===== src/design/modbus_register_server_core_defines.svh =====
// Assertion macros for the Modbus register server core
`ifndef MODBUS_REGISTER_SERVER_CORE_DEFINES_SVH
`define MODBUS_REGISTER_SERVER_CORE_DEFINES_SVH
`ifndef SYNTHESIS
`define MRS_ASSERT(label, clk, rst, prop, msg) \
   label: assert property (@(posedge clk) disable iff (rst) prop) else $error(msg);
`else
`define MRS_ASSERT(label, clk, rst, prop, msg)
`endif
`ifndef SYNTHESIS
`define MRS_ASSERT_NR(label, clk, prop, msg) \
   label: assert property (@(posedge clk) prop) else $error(msg);
`else
`define MRS_ASSERT_NR(label, clk, prop, msg)
`endif
`endif


===== src/design/mbrs_pkg.sv =====
`timescale 1ns / 1ps
// ----------------------------------------------------------------------------
// mbrs_pkg
// Shared types and constants of the Modbus register server core.
// ----------------------------------------------------------------------------
package mbrs_pkg;
   localparam int REG_COUNT   = 16;
   localparam int FRAME_DEPTH = 64;
   localparam int MAX_REPLY   = 37;
   localparam int READ_MAX    = (MAX_REPLY - 5) / 2;
   localparam int RA_W        = $clog2(REG_COUNT);
   localparam int FA_W        = $clog2(FRAME_DEPTH);
   localparam int CNT_W       = $clog2(FRAME_DEPTH + 1);

   localparam logic [7:0]  FN_READ_HOLD  = 8'h03;
   localparam logic [7:0]  FN_READ_INPUT = 8'h04;
   localparam logic [7:0]  FN_WRITE_ONE  = 8'h06;
   localparam logic [7:0]  FN_WRITE_MANY = 8'h10;
   localparam logic [15:0] CRC_INIT      = 16'hFFFF;
   localparam logic [15:0] CRC_POLY      = 16'hA001;

   typedef enum logic [3:0] {
      ST_IDLE, ST_HDR, ST_CHECK, ST_WLOAD, ST_WRITE, ST_SEL, ST_CRC, ST_SEND,
      ST_RDREG, ST_CRCLO, ST_CRCHI
   } state_type;

   // request to the CRC unit
   typedef struct packed {
      logic       init;
      logic       start;
      logic [7:0] data;
   } crc_req_type;

   typedef struct packed {
      logic        busy;
      logic [15:0] crc;
   } crc_sts_type;

   function automatic logic [15:0] reg_reset_value(input int idx);
      logic [15:0] v;
      case (idx)
         0: v = 16'd1;
         1: v = 16'd255;
         2: v = 16'd0;
         3: v = 16'd4;
         4: v = 16'd3;
         5: v = 16'd0;
         6: v = 16'd5;
         7: v = 16'd2500;
         8: v = 16'd3524;
         9: v = 16'd55;
         default: v = 16'd0;
      endcase
      return v;
   endfunction
endpackage


===== src/design/mbrs_crc.sv =====
`timescale 1ns / 1ps
// ----------------------------------------------------------------------------
// mbrs_crc
// Bit-serial CRC-16 (reflected 0xA001), one bit per cycle, eight shift steps per byte.
// ----------------------------------------------------------------------------
module mbrs_crc
   import mbrs_pkg::*;
(
   input  logic        clock,
   input  logic        reset,
   input  crc_req_type req,
   output crc_sts_type sts
);
   logic [15:0] crc_ff, crc_in;
   logic [3:0]  bits_ff, bits_in;

   always_comb begin
      crc_in  = crc_ff;
      bits_in = bits_ff;
      if (req.init) begin
         crc_in = CRC_INIT;
      end else if (req.start) begin
         crc_in  = crc_ff ^ {8'h00, req.data};
         bits_in = 4'd8;
      end else if (bits_ff != 4'd0) begin
         crc_in  = crc_ff[0] ? ((crc_ff >> 1) ^ CRC_POLY) : (crc_ff >> 1);
         bits_in = bits_ff - 4'd1;
      end
   end

   always_ff @(posedge clock) begin
      if (reset) begin
         crc_ff  <= CRC_INIT;
         bits_ff <= 4'd0;
      end else begin
         crc_ff  <= crc_in;
         bits_ff <= bits_in;
      end
   end

   assign sts.busy = (bits_ff != 4'd0);
   assign sts.crc  = crc_ff;
endmodule


===== src/design/modbus_register_server_core.sv =====
`timescale 1ns / 1ps
// Modbus RTU register server. Request bytes stream in on req_ with tlast on
// the last byte of a frame. At frame end a sequencer reads the header bytes
// from the frame store, checks the frame, writes the register file (for a
// multiple write: fetch high byte, fetch low byte, write the word) and emits
// the reply on rsp_, each byte passing through a bit-serial CRC unit; the
// reply is held while rsp_tready is low. No input is taken meanwhile.
// ----------------------------------------------------------------------------
// modbus_register_server_core
// Top level: frame store, register file and reply sequencer.
// ----------------------------------------------------------------------------
`include "modbus_register_server_core_defines.svh"
module modbus_register_server_core
   import mbrs_pkg::*;
(
   input  logic       clock,
   input  logic       reset,
   input  logic       req_tvalid,
   output logic       req_tready,
   input  logic [7:0] req_tdata,   // [7:0] rx_byte
   input  logic       req_tlast,   // frame_end
   output logic       rsp_tvalid,
   input  logic       rsp_tready,
   output logic [7:0] rsp_tdata,   // [7:0] tx_byte
   output logic       rsp_tlast,   // tx_last
   input  logic       csr_valid,
   output logic       csr_ready,
   input  logic [7:0] csr_data
);
   logic [7:0]       fstore [FRAME_DEPTH];
   logic [7:0]       frd_ff;
   logic [15:0]      regs_ff [REG_COUNT];
   logic             rvalid_ff [REG_COUNT];
   logic [7:0]       addr_ff;
   state_type        st_ff, st_in;
   logic [CNT_W-1:0] cnt_ff, cnt_in;
   logic             ovf_ff, ovf_in;
   logic [FA_W-1:0]  rdad_ff, rdad_in;
   logic [5:0]       hidx_ff, hidx_in;
   logic [7:0]       fn_ff, fn_in;
   logic [15:0]      a_ff, a_in, n_ff, n_in;
   logic [7:0]       b_ff, b_in;
   logic [15:0]      w_ff, w_in;
   logic [6:0]       oidx_ff, oidx_in;   // reply byte index
   logic [6:0]       olen_ff, olen_in;
   logic [7:0]       tx_ff, tx_in;
   logic             tl_ff, tl_in, tv_ff, tv_in;
   logic [7:0]       h0_ff, h1_ff;
   logic             hsel;
   logic             wr_en;
   logic [RA_W-1:0]  wr_a;
   logic [15:0]      wr_d;
   logic [RA_W-1:0]  rd_a;
   logic [15:0]      rd_w;
   logic             st_en;
   crc_req_type      creq;
   crc_sts_type      csts;

   mbrs_crc u_crc (.clock(clock), .reset(reset), .req(creq), .sts(csts));

   assign req_tready = (st_ff == ST_IDLE);
   assign csr_ready  = 1'b1;
   assign rsp_tvalid = tv_ff;
   assign rsp_tdata  = tx_ff;
   assign rsp_tlast  = tl_ff;
   assign st_en      = req_tvalid && req_tready && (cnt_ff < CNT_W'(FRAME_DEPTH));

   always_ff @(posedge clock) begin
      if (st_en) fstore[cnt_ff[FA_W-1:0]] <= req_tdata;
      frd_ff <= fstore[rdad_in];
   end

   assign rd_w = rvalid_ff[rd_a] ? regs_ff[rd_a] : reg_reset_value(int'(rd_a));

   always_ff @(posedge clock) begin
      if (reset) begin
         addr_ff <= 8'd1;
         for (int i = 0; i < REG_COUNT; i++) rvalid_ff[i] <= 1'b0;
      end else begin
         if (csr_valid) addr_ff <= csr_data;
         if (wr_en) rvalid_ff[wr_a] <= 1'b1;
      end
      if (wr_en) regs_ff[wr_a] <= wr_d;
   end

   always_ff @(posedge clock) begin
      if (hsel) begin
         h0_ff <= h1_ff;
         h1_ff <= frd_ff;
      end
   end

   always_ff @(posedge clock) begin
      if (reset) begin
         st_ff <= ST_IDLE; cnt_ff <= '0; ovf_ff <= 1'b0; tv_ff <= 1'b0;
      end else begin
         st_ff <= st_in; cnt_ff <= cnt_in; ovf_ff <= ovf_in; tv_ff <= tv_in;
      end
      rdad_ff <= rdad_in; hidx_ff <= hidx_in; fn_ff <= fn_in; a_ff <= a_in;
      n_ff <= n_in; b_ff <= b_in; w_ff <= w_in; oidx_ff <= oidx_in;
      olen_ff <= olen_in; tx_ff <= tx_in; tl_ff <= tl_in;
   end

   always_comb begin
      logic [16:0] endr;
      st_in = st_ff; cnt_in = cnt_ff; ovf_in = ovf_ff; tv_in = tv_ff;
      rdad_in = rdad_ff; hidx_in = hidx_ff; fn_in = fn_ff; a_in = a_ff;
      n_in = n_ff; b_in = b_ff; w_in = w_ff; oidx_in = oidx_ff;
      olen_in = olen_ff; tx_in = tx_ff; tl_in = tl_ff;
      hsel = 1'b0; wr_en = 1'b0; wr_a = a_ff[RA_W-1:0]; wr_d = w_ff;
      rd_a = a_ff[RA_W-1:0];
      creq = '{init: 1'b0, start: 1'b0, data: b_ff};
      endr = {1'b0, a_ff} + {1'b0, n_ff};
      if (tv_ff && rsp_tready) tv_in = 1'b0;
      case (st_ff)
         ST_IDLE: begin
            if (req_tvalid) begin
               if (st_en) cnt_in = cnt_ff + 1'b1;
               else ovf_in = 1'b1;
               if (req_tlast) begin
                  st_in = ST_HDR; hidx_in = '0; rdad_in = '0;
                  if (!st_en) ovf_in = 1'b1;
               end
            end
         end
         ST_HDR: begin
            // frd_ff holds byte hidx-1; shift bytes into fields
            hidx_in = hidx_ff + 6'd1;
            rdad_in = FA_W'(hidx_ff);
            case (hidx_ff)
               6'd1: b_in = frd_ff;
               6'd2: fn_in = frd_ff;
               6'd3: a_in = {frd_ff, 8'h00};
               6'd4: a_in = {a_ff[15:8], frd_ff};
               6'd5: n_in = {frd_ff, 8'h00};
               6'd6: begin n_in = {n_ff[15:8], frd_ff}; st_in = ST_CHECK; end
               default: ;
            endcase
         end
         ST_CHECK: begin
            st_in = ST_IDLE;
            cnt_in = '0; ovf_in = 1'b0;
            creq.init = 1'b1;
            oidx_in = '0;
            if (!ovf_ff && cnt_ff >= CNT_W'(6) && b_ff == addr_ff) begin
               if (fn_ff == FN_READ_HOLD || fn_ff == FN_READ_INPUT) begin
                  if (n_ff != 16'd0 && n_ff <= 16'(READ_MAX) &&
                      endr <= 17'(REG_COUNT)) begin
                     olen_in = 7'(3 + 2 * n_ff[4:0]); st_in = ST_SEL;
                  end
               end else if (fn_ff == FN_WRITE_ONE) begin
                  if (a_ff < 16'(REG_COUNT)) begin
                     wr_en = 1'b1; wr_d = n_ff; olen_in = 7'd6; st_in = ST_SEL;
                  end
               end else if (fn_ff == FN_WRITE_MANY) begin
                  if (n_ff != 16'd0 && endr <= 17'(REG_COUNT) &&
                      {1'b0, cnt_ff} >= 8'(7 + 2 * n_ff[5:0])) begin
                     olen_in = 7'd6; st_in = ST_WLOAD; hidx_in = '0;
                     rdad_in = FA_W'(7);
                  end
               end
            end
            if (st_in != ST_IDLE && st_in != ST_WLOAD) begin
               cnt_in = cnt_ff; ovf_in = ovf_ff;
            end
            if (st_in == ST_WLOAD) begin cnt_in = cnt_ff; end
         end
         ST_WLOAD: begin
            // fetch high then low byte of word
            hsel = 1'b1;
            hidx_in = hidx_ff + 6'd1;
            rdad_in = FA_W'(rdad_ff + 1'b1);
            if (hidx_ff[0]) st_in = ST_WRITE;
         end
         ST_WRITE: begin
            // h0 = high, h1 = low captured; frd_ff now ahead by one
            hsel = 1'b0;
            wr_en = 1'b1; wr_d = {h0_ff, h1_ff};
            a_in = a_ff + 16'd1; n_in = n_ff - 16'd1;
            hidx_in = '0;
            st_in = (n_ff == 16'd1) ? ST_SEL : ST_WLOAD;
            if (n_ff == 16'd1) begin
               a_in = a_ff; n_in = n_ff;
            end
         end
         ST_SEL: begin
            // pick reply byte oidx
            rdad_in = FA_W'(oidx_ff);
            if (fn_ff == FN_READ_HOLD || fn_ff == FN_READ_INPUT) begin
               if (oidx_ff == 7'd0) b_in = addr_ff;
               else if (oidx_ff == 7'd1) b_in = fn_ff;
               else if (oidx_ff == 7'd2) b_in = {n_ff[6:0], 1'b0};
               else if (oidx_ff[0]) begin st_in = ST_RDREG; end
               else b_in = w_ff[7:0];
               if (st_in == ST_SEL) st_in = ST_CRC;
            end else begin
               st_in = ST_RDREG;  // frame byte read lands in ST_RDREG
            end
         end
         ST_RDREG: begin
            if (fn_ff == FN_READ_HOLD || fn_ff == FN_READ_INPUT) begin
               w_in = rd_w; b_in = rd_w[15:8]; a_in = a_ff + 16'd1;
            end else if (fn_ff == FN_WRITE_MANY && oidx_ff < 7'd2) begin
               b_in = (oidx_ff == 7'd0) ? addr_ff : FN_WRITE_MANY;
            end else begin
               b_in = frd_ff;
            end
            st_in = ST_CRC;
         end
         ST_CRC: begin
            if (!tv_ff || rsp_tready) begin
               creq.start = 1'b1;
               tx_in = b_ff; tl_in = 1'b0; tv_in = 1'b1;
               st_in = ST_SEND;
            end
         end
         ST_SEND: begin
            if (!csts.busy && !creq.start) begin
               oidx_in = oidx_ff + 7'd1;
               st_in = (oidx_ff + 7'd1 == olen_ff) ? ST_CRCLO : ST_SEL;
            end
         end
         ST_CRCLO: begin
            if (!tv_ff || rsp_tready) begin
               tx_in = csts.crc[7:0]; tl_in = 1'b0; tv_in = 1'b1; st_in = ST_CRCHI;
            end
         end
         ST_CRCHI: begin
            if (!tv_ff || rsp_tready) begin
               tx_in = csts.crc[15:8]; tl_in = 1'b1; tv_in = 1'b1; st_in = ST_IDLE;
               cnt_in = '0; ovf_in = 1'b0;
            end
         end
         default: st_in = ST_IDLE;
      endcase
   end

   `MRS_ASSERT(a_no_accept_busy, clock, reset, (st_ff != ST_IDLE) |-> !req_tready, "accept while busy")
   `MRS_ASSERT(a_crc_idle_send, clock, reset, (st_ff == ST_CRCLO) |-> !csts.busy, "crc not done")
   `MRS_ASSERT(a_cnt_bound, clock, reset, cnt_ff <= CNT_W'(FRAME_DEPTH), "count overrun")
endmodule


===== config.mk =====
export PLATFORM = sky130hd
export DESIGN_NAME = modbus_register_server_core
export DESIGN_NICKNAME = d
export VERILOG_FILES = /design/src/design/mbrs_pkg.sv /design/src/design/mbrs_crc.sv /design/src/design/modbus_register_server_core.sv
export VERILOG_INCLUDE_DIRS = /design/src /design/src/design
export SDC_FILE = /design/constraint.sdc
export NUM_CORES = 1
export LEC_CHECK = 0
export BUFFER_PORTS_ARGS = -buffer_cell sky130_fd_sc_hd__buf_2
export CORE_MARGIN = 4
export CORE_UTILIZATION = 50
export DETAILED_ROUTE_END_ITERATION = 7
export PLACE_DENSITY = 0.77
export SLEW_MARGIN = 25
export SYNTH_ARGS = -nofsm -noshare
export SYNTH_HDL_FRONTEND = slang
export SYNTH_SLANG_ARGS = --single-unit

===== constraint.sdc =====
create_clock -name clock -period 9.35 [get_ports clock]
set_input_delay 0.4675 -clock clock [delete_from_list [all_inputs] [get_ports clock]]
set_output_delay 0.4675 -clock clock [all_outputs]
set_load 0.02 [all_outputs]

Word level (Yosys, flattened, before mapping)
Memories as Yosys holds them, arrays and structs flattened. A register that Yosys moved wholly into a read port is not among the register bits.
Cells that the tools add are included.

word-level totals
  bits in registers = 156
  bits in writable memories = 784
  memory bits (read-only) = 176
  input port bits = 22
  output and inout bits = 12
  word-level logic and storage cells = 280
  memories kept = 4

cells by class
  $add $sub $neg = 10
  order comparisons = 7
  eq/ne operators = 58
  multiplexer cells = 124
  bitwise gates (word level) = 3
  reductions and logical operators = 52

memories
  memory            depth  width  rd ports  clocked after Yosys merged registers in  wr ports  RTL line                           source
  fstore            64     8      1         1                                        1         modbus_register_server_core.sv:30  logic [7:0] fstore [FRAME_DEPTH];
  regs_ff           16     16     1         1                                        1         modbus_register_server_core.sv:32  logic [15:0] regs_ff [REG_COUNT];
  (name not given)  16     11     1         1                                        0         mbrs_pkg.sv:41                     case (idx)
  rvalid_ff         16     1      1         1                                        16        modbus_register_server_core.sv:33  logic rvalid_ff [REG_COUNT];

operators by type and width
  kind                                                  number
  2-to-1 mux 16 bit                                     11
  one-hot mux 16 bit (2 select lines)                   4
  2-to-1 mux 4 bit                                      27
  2-to-1 mux 8 bit                                      12
  2-to-1 mux 6 bit                                      14
  2-to-1 mux 7 bit                                      12
  one-hot mux 16 bit (3 select lines)                   1
  one-hot mux 8 bit (3 select lines)                    2
  one-hot mux 4 bit (11 select lines)                   1
  inequality test 2 bit, second input constant          19
  one-hot mux 6 bit (5 select lines)                    1
  2-to-1 mux 1 bit                                      28
  one-hot mux 6 bit (4 select lines)                    1
  one-hot mux 7 bit (3 select lines)                    1
  == test 4 x 3 -> 1 bit, second input constant         5
  AND reduction 4 bit                                   5
  == test 6 x 3 -> 1 bit, second input constant         3
  nonzero test 3 bit                                    6
  adder 16 x 16 -> 17 bit                               1
  <= comparator 17 x 5 -> 1 bit, second input constant  1
  adder 16 x 1 -> 16 bit, second input constant         1
  == test 16 x 1 -> 1 bit, second input constant        1
  == test 8 x 3 -> 1 bit, second input constant         2
  <= comparator 16 x 5 -> 1 bit, second input constant  1
  other kinds (51)                                      94

Logic depth before layout (Yosys ltp)
Gate-level depths: netlist (run 1).

  depth in word-level cells = 15
  gate-level depth with buffers = 19
  mapped depth without buffers = 16

Hierarchy
A second synthesis (run 1) with hierarchy kept.

unflattened totals
  cells, all modules = 2982
  area, all modules = 41013.1 µm²

by module, submodules not included
  module                       instances  cells each  area an instance (µm²)  sequential area each (µm²)
  modbus_register_server_core  1          2864        40015.9                 27596.5
  mbrs_crc                     1          118         997.2                   400.4

Least setup slack after synthesis (run 1)
OpenSTA, ideal clock, no wires.

  kind = reg2reg
  from = register a_ff[0]
  to = register st_ff[0]
  setup time = 0.070 ns
  arrival = 4.123 ns
  data required time = 9.280 ns
  setup slack = 5.157 ns
  stages on the path, launching flop included = 16
  buffers on the path = 1
  period minus slack after synthesis = 4.193 ns
  path through = edfxtp_1 ha_1 fa_1 a211oi_1 nor2_1 o21ai_1 mux2_2 o22ai_1 and4_1 buf_4 nand2_1 or3_1 a31oi_1 a211oi_1 or3_1 a21oi_1

on the way
  word-level cells in the longest chain between the ends = 11
  elaborated cells between the ends (all ways) = 15
  those cells by class = add/sub: 1; order compare: 2; mux: 9; reduce/logical: 3

ends and longest elaborated chain
  element                                  RTL line                                                                source
  from (decl)                              modbus_register_server_core.sv:41                                       logic [15:0] a_ff, a_in, n_ff, n_in;
  from (signal assigned)                   modbus_register_server_core.sv:99                                       rdad_ff <= rdad_in; hidx_ff <= hidx_in; fn_ff <= fn_in; a_ff <= a_in;
  adder 16 x 16 -> 17 bit                  modbus_register_server_core.sv:113                                      endr = {1'b0, a_ff} + {1'b0, n_ff};
  <= comparator 17 x 5 -> 1 bit            modbus_register_server_core.sv:148, modbus_register_server_core.sv:156
  logical AND 1 bit (2 in series)          modbus_register_server_core.sv:156                                      if (n_ff != 16'd0 && endr <= 17'(REG_COUNT) &&
  2-to-1 mux 2 bit                         modbus_register_server_core.sv:156
  2-to-1 mux 2 bit                         modbus_register_server_core.sv:155                                      end else if (fn_ff == FN_WRITE_MANY) begin
  2-to-1 mux 4 bit                         modbus_register_server_core.sv:151                                      end else if (fn_ff == FN_WRITE_ONE) begin
  2-to-1 mux 4 bit (*)                     modbus_register_server_core.sv:146                                      if (fn_ff == FN_READ_HOLD || fn_ff == FN_READ_INPUT) begin
  2-to-1 mux 4 bit (*)                     modbus_register_server_core.sv:145                                      if (!ovf_ff && cnt_ff >= CNT_W'(6) && b_ff == addr_ff) begin
  2-to-1 mux 4 bit (*)                     modbus_register_server_core.sv:115                                      case (st_ff)
  one-hot mux 4 bit (11 select lines) (*)  modbus_register_server_core.sv:115
  to (signal assigned)                     modbus_register_server_core.sv:97                                       st_ff <= st_in; cnt_ff <= cnt_in; ovf_ff <= ovf_in; tv_ff <= tv_in;
  to (decl)                                modbus_register_server_core.sv:35                                       state_type st_ff, st_in;

Mark *: on every way between the ends. The rest lies on a longest branch, timed or not. The select of a mux whose other input is x is not followed.
A chain may end at the register's enable or synchronous reset.

Worst setup path after layout (run 1)
  from = register n_ff[0]
  to = register frd_ff[0] (read register of fstore)

on the way
  word-level cells in the longest chain between the ends = 10
  elaborated cells between the ends (all ways) = 13
  those cells by class = add/sub: 2; order compare: 2; mux: 6; reduce/logical: 3

ends and longest elaborated chain
  element                                 RTL line                            source
  from (decl)                             modbus_register_server_core.sv:41
  from (signal assigned)                  modbus_register_server_core.sv:100  n_ff <= n_in; b_ff <= b_in; w_ff <= w_in; oidx_ff <= oidx_in;
  adder 16 x 16 -> 17 bit                 modbus_register_server_core.sv:113
  <= comparator 17 x 5 -> 1 bit           modbus_register_server_core.sv:156
  logical AND 1 bit                       modbus_register_server_core.sv:156
  logical AND 1 bit (*)                   modbus_register_server_core.sv:156
  2-to-1 mux 6 bit (*)                    modbus_register_server_core.sv:156
  2-to-1 mux 6 bit (*)                    modbus_register_server_core.sv:155
  2-to-1 mux 6 bit (*)                    modbus_register_server_core.sv:151
  2-to-1 mux 6 bit (*)                    modbus_register_server_core.sv:146
  2-to-1 mux 6 bit (*)                    modbus_register_server_core.sv:145
  one-hot mux 6 bit (5 select lines) (*)  modbus_register_server_core.sv:115
  to (decl)                               modbus_register_server_core.sv:31   logic [7:0] frd_ff;

Mark *: on every way between the ends. The rest lies on a longest branch, timed or not.

==> impl_metrics.py, run 1 <==
metrics = {
    "sta": {
        "rsz0062_at_grt": "false",
        "setup_tns_ps": 0,
        "report.final.hold_viol_count": 0,
        "setup_ws_ps": 3830,
        "slew_headroom_pct": 33.6,
        "setup_viol": 0,
        "tightestPinTransition_ps": 983,
        "drv_slew": 0,
        "fmax_mhz": 181,
        "fin_hold_ws_ps": 37.2,
        "fin_crit_sh_pct": 59.0,
        "fin_worst_skew_ps": 42.6,
        "period_minus_slack_ps": 5520,
    },
    "drt": {
        "drt_first_pass_iters": 6,
        "drc": 0,
        "wl_per_cell_um": 25.6,
        "num_vias": 25926,
        "drtIter0Drc": 3704,
        "via_per_inst": 6.33,
        "ant_nets": 0,
        "routed_wl_um": 105000,
    },
    "cells_and_area": {
        "area_growth_pct": 10.1,
        "final_cells": 4093,
        "fill_cells": 6188,
        "nets": 3023,
        "fin_util_pct": 55.6,
        "drive_gt1_share_pct": 11.5,
    },
    "synthesis": {
        "postSynthAreaPerCell_sq_um": 13.9,
        "synth_nets": 3002,
        "yosysWarnings": 0,
        "synth_top_area_share_pct": 64.6,
        "ys_seq_elements": 960,
        "synth-main-ff-cell": "edfxtp_1",
        "synth_edf_count": 877,
        "synth_area_sq_um": 40700,
        "synth.most_common_cell": "edfxtp_1",
        "async_reset_ff_share_pct": 0,
        "synth_top_cells_by_area": "edfxtp_1 65%, mux4_2 4.7%, dfxtp_1 4.1%",
        "yosys.area.top_type": "edfxtp_1",
        "ys_seq_area_share_pct": 68.7,
        "netlist_instances": 2939,
        "synth_common_cells": "877 x edfxtp_1, 395 x nand2_1, 294 x nor2_1",
        "synth_cell_types": 87,
    },
    "power_and_ir_drop": {
        "leakagePower_nw": 15.1,
        "power_density_nw_per_um2": 268,
        "peakVddDrop_mv": 0.196,
    },
    "placed_design": {
        "io_buffers": 32,
        "dp_cells": 3927,
        "post-place-ws_ps": 3850,
        "hpwl_um": 65900,
        "gp_congestion": 0.944,
    },
    "setup_path": {
        "start_kind": "flip-flop",
        "crit_required_ps": 9890,
        "arrival_ps": 6060,
        "max_stage_delay_ps": 810,
        "slowest_stage": "nand2_2",
        "crit_type": "flip-flop to flip-flop",
        "cp_cell_sequence": "ha_1 > fa_1 > a211oi_1 > nor2_1 > o21ai_1 > mux2_2 > o22ai_1 > and4_1 > nand4_4 > nand2_2 > o21ai_0 > a2111oi_2 > nor3b_1 > or4b_1",
        "crit_path_max_fanout": 43,
        "end_kind": "flip-flop",
    },
    "global_routing": {
        "antenna_found_initial": 0,
        "grt.overflow.total": 0,
        "grt_pass1_wl_um": 157000,
        "grt_max_degree": 119,
        "grt_use_total_pct": 23.9,
        "grt_pass1_vias": 24844,
    },
    "die": {
        "rows": 104,
        "io_pins": 34,
        "die_area_sq_um": 86100,
        "initial_core_util_pct": 50.5,
        "coreArea_sq_um": 80700,
        "fp.dieH_um": 293,
        "die_w_um": 293,
    },
    "clock_tree": {
        "insertion_delay_ps": 680,
        "htree_levels": 3,
        "cts-root-buf": "clkbuf_16",
        "cts.clk_slew.worst_paths_ps": 60,
        "cts_tree": "done",
        "numCtsBuffers": 91,
        "clock-sinks": 960,
        "hold_buffers": 0,
        "cts_buffer_depth": 3,
        "ctsResizeCount": 0,
        "cts_setup_buffers": 0,
    },
    "min_path": {
        "min_path_type": "input pin to flip-flop",
    },
    "flow_run": {
        "maxCapViolations": 0,
    },
    "run_status": {
        "status": "complete, no violations",
    },
}
==> placed cells by master (no fill, tap or decap), drive strengths merged, types with 17 or more instances in the layout <==
cell     instances
a2111oi         17
a211oi          26
a21oi          124
a221oi          18
a22oi           36
a31oi           19
a32oi           29
and2            31
buf             83
clkbuf         117
clkinv          40
dfxtp           83
edfxtp         877
ha              40
inv             36
mux2i           81
mux4            85
nand2          396
nand3           64
nand4           27
nor2           296
nor3            43
nor4            20
o21ai           94
o22ai           57
or3             30
xnor2           37
xor2            30
==> cell families after synthesis <==
kind of cell	count (synthesis)	synth area share, %
AND/OR/NAND/NOR	997	11.1
flip-flops	960	68.7
AO/OA/AOI/OAI	504	8.35
buffers and inverters	188	1.93
multiplexers	181	7.10
XOR/XNOR	67	1.49
adder cells (fa/ha/maj)	41	1.28
other	1	0.00921
==> state kept, by name, summed over array words and instances, names as in the netlist, named ones only <==
name / cells
rsp_tlast: 1
hidx_ff: 6
u_crc.bits_ff: 4
h1_ff: 8
u_crc.crc_ff: 16
n_ff: 16
regs_ff: 256
oidx_ff: 7
rsp_tdata: 8
w_ff: 16
a_ff: 16
ovf_ff: 1
rsp_tvalid: 1
cnt_ff: 7
fn_ff: 8
rvalid_ff: 16
fstore: 512
frd_ff: 8
h0_ff: 8
st_ff: 4
olen_ff: 7
rdad_ff: 6
b_ff: 8
addr_ff: 8
==> final timing paths <==
check / startpoint / end / slack, ps / cells after the start
min: csr_data[0] / addr_ff[0] / 40 / 2
max: n_ff[0] / frd_ff[0] / 3830 / 14
max reg2reg: n_ff[0] / frd_ff[0] / 3830 / 14
min reg2reg: h1_ff[5] / h0_ff[5] / 460 / 0
==> worst max-delay path: cells and delay by family, from the launching register on <==
family,cells,cell delay [ps]
DFF,1,580
muxes,1,380
AOI/OAI and AO/OA,5,1340
and+or+nand+nor,6,2310
adders and majority gates,2,740
==> power breakdown <==
group | switching (mW) | leakage (nW) | internal, mW | total (mW)
clock network | 1.63 | 1.39 | 1.93 | 3.56
registers | 0.299 | 8.56 | 4.88 | 5.18
logic | 2.05 | 5.14 | 1.26 | 3.31
total | 3.98 | 15.1 | 8.07 | 12.0
==> through the flow <==
stage	power, mW	cell area (sq um)
2_1_floorplan	7.44	40700
3_3_place_gp	8.43	42000
3_5_place_dp	8.50	42000
4_1_cts	12.0	44900
5_1_grt	12.5	44900
6_report	12.0	44900
==> area by class of cell <==
| class | instances | area [sq um] | share of cell area (%) |
|---|---|---|---|
| sequential | 960 | 28000 | 62.4 |
| multi-input combinational | 1791 | 12000 | 26.7 |
| clock buffer | 117 | 2410 | 5.38 |
| tap | 1060 | 1330 | 2.96 |
| timing repair buffer | 83 | 556 | 1.24 |
| clock inverter | 48 | 455 | 1.02 |
| inverter | 33 | 124 | 0.276 |
| antenna | 1 | 2.50 | 0.00558 |
==> metal layers <==
metal	wire [um]	vias to the layer above	part of all wire [%]	track usage, %
li1	-	11285	-	-
met1	39700	12763	38	32.6
met2	50600	1593	48	39.5
met3	10200	285	9.7	3.85
met4	4200	0	4.0	8.40
met5	0	-	0	0
Power figures use the tool's default switching activity.
==> run 2, diff against run 1 <==
clock period = 5.3 ns   (was 9.35 ns; I/O delays follow)
==> run 2 against run 1 <==
  * Maximum frequency up 12%
  * Cell count up 1.3%
  * Register-to-register slack got worse by 3500 ps
  * Highest routed layer unchanged
  * Combinational power is 78% higher
  * Sequential cell count is the same
  * Hold slack improved by 2.1 ps
  * Setup slack worse by 3500 ps
  * Critical path depth shrank 1
==> impl_metrics.py, run 2 (synthesized netlist as in run 1, its figures left out) <==
metrics = {
    "setup_path": {
        "ff2ff_path_depth": 13,
        "worstSetupStartpoint": "a_ff[2]",
        "end_kind": "flip-flop",
        "arrival_ps": 5470,
        "cp_cell_sequence": "ha_1 > and3_1 > or3_1 > a2111oi_2 > o22ai_1 > nor4_1 > and4_1 > and4_1 > or2b_1 > a21oi_1 > a2111oi_0 > a211oi_1 > or4b_1",
        "crit_type": "flip-flop to flip-flop",
        "cp.depth": 13,
        "slowest_stage": "or2b_1",
        "r2r_start": "a_ff[2]",
        "crit_path_max_fanout": 16,
        "start_kind": "flip-flop",
        "crit_family": "simple AND/OR/NAND/NOR gates",
        "path_buf_inv": 0,
        "crit_required_ps": 5860,
        "crit_path_frequent_cell": "and4_1",
        "max_stage_delay_ps": 560,
    },
    "clock_tree": {
        "insertion_delay_ps": 680,
        "clock-sinks": 960,
        "htree_levels": 3,
        "cts.clk_slew.worst_paths_ps": 60,
        "cts-root-buf": "clkbuf_16",
        "hold_buffers": 13,
        "ctsResizeCount": 0,
        "cts_buffer_depth": 3,
        "cts_tree": "done",
        "cts_setup_buffers": 0,
        "numCtsBuffers": 93,
    },
    "flow_run": {
        "maxCapViolations": 0,
    },
    "min_path": {
        "min_path_type": "input pin to flip-flop",
        "holdCritStartpoint": "csr_valid",
        "hold_depth": 3,
    },
    "cells_and_area": {
        "design_area_sq_um": 45500,
        "mostFrequentLayoutCell": "edfxtp_1",
        "area_growth_pct": 11.6,
        "largest_reg_flops": 512,
        "antenna_cells": 0,
        "nets": 3073,
        "fill_cells": 6163,
        "fin_util_pct": 56.4,
        "drive_gt1_share_pct": 12.6,
        "final_cell_mix": "877 x edfxtp_1, 395 x nand2_1, 290 x nor2_1",
    },
    "drt": {
        "drtIter0Drc": 3391,
        "routed_wl_um": 106000,
        "via_per_inst": 6.24,
        "wl_per_cell_um": 25.5,
        "drt_first_pass_iters": 6,
        "ant_nets": 0,
        "drc": 0,
        "num_vias": 25883,
    },
    "sta": {
        "report.final.hold_viol_count": 0,
        "period_minus_slack_ps": 4920,
        "drv_slew": 0,
        "fmax_mhz": 203,
        "slew_headroom_pct": 32.2,
        "fin_crit_sh_pct": 92.8,
        "setup_tns_ps": 0,
        "rsz0062_at_grt": "false",
        "tightestPinTransition_ps": 1020,
        "fin_worst_skew_ps": 43.1,
        "setup_viol": 0,
    },
    "die": {
        "io_pins": 34,
        "initial_core_util_pct": 50.5,
        "die_area_sq_um": 86100,
        "fp.dieH_um": 293,
        "rows": 104,
        "coreArea_sq_um": 80700,
        "die_w_um": 293,
    },
    "global_routing": {
        "grt_pass1_vias": 25161,
        "grt.overflow.total": 0,
        "grt_pass1_wl_um": 157000,
        "antenna_found_initial": 1,
        "grt_max_degree": 65,
        "grt_use_total_pct": 24.2,
    },
    "power_and_ir_drop": {
        "power_density_nw_per_um2": 476,
        "total_power_mw": 21.6,
        "leakagePower_nw": 15.4,
        "peakVddDrop_mv": 0.344,
    },
    "placed_design": {
        "dpl-instance-area_sq_um": 42300,
        "hpwl_um": 66900,
        "io_buffers": 32,
        "gp_congestion": 0.973,
    },
    "run_status": {
        "status": "complete, no violations",
    },
}
==> run 2: changes by cell type in the layout (fill, tap and decap cells not counted), sizes merged <==
| cell | previous run | this run |
|---|---|---|
| buf | 83 | 118 |
| dlygate4sd3 | 0 | 13 |
| clkbuf | 117 | 127 |
| clkinv | 40 | 31 |
| bufinv | 3 | 6 |
| diode | 1 | 0 |
| inv | 36 | 37 |
==> run 2: final cells by class <==
type / count / area, sq um / share of cell area, %
clock buffers: 127 / 2550 / 5.60
well taps: 1060 / 1330 / 2.92
repair buffers: 131 / 973 / 2.14
flip-flops and latches: 960 / 28000 / 61.6
clock inverters: 43 / 509 / 1.12
multi-input cells: 1791 / 12000 / 26.4
inverters: 33 / 124 / 0.272
==> run 2: through the flow <==
stage / cells / setup slack [ps] / hold slack [ps]
floorplan: 2939 / 1110 / 364
global placement: 3962 / 459 / 429
detailed placement: 3962 / 452 / 434
CTS: 4145 / 463 / 6.22
global route: 4145 / 173 / 56.4
finish: 4145 / 383 / 39.3
==> run 2: final timing paths <==
path | endpoint | slack [ps]
setup / recovery | frd_ff[7] | 380
hold / removal | addr_ff[5] | 40
setup reg to reg | frd_ff[7] | 380
hold reg to reg | h0_ff[6] | 450
==> run 2: per-layer routing <==
| metal | wire, um | global-route usage [%] | part of all wire, % |
|---|---|---|---|
| met1 | 40300 | 32.2 | 38 |
| met2 | 51700 | 40.5 | 49 |
| met3 | 9540 | 3.94 | 9.0 |
| met4 | 4140 | 8.94 | 3.9 |
| met5 | 0 | 0 | 0 |
==> run 2: where the power goes <==
part / switching (mW) / internal, mW / total (mW)
logic: 3.56 / 2.32 / 5.89
registers: 0.555 / 8.61 / 9.17
clock network: 2.88 / 3.70 / 6.59
==> run 2: worst register-to-register path, stage by stage, from the launching register on <==
cell       delay (ps)
edfxtp_1          520
ha_1              430
and3_1            180
or3_1             360
a2111oi_2         390
o22ai_1           130
nor4_1            280
and4_1            410
and4_1            340
or2b_1            560
a21oi_1            90
a2111oi_0         520
a211oi_1          130
or4b_1            490
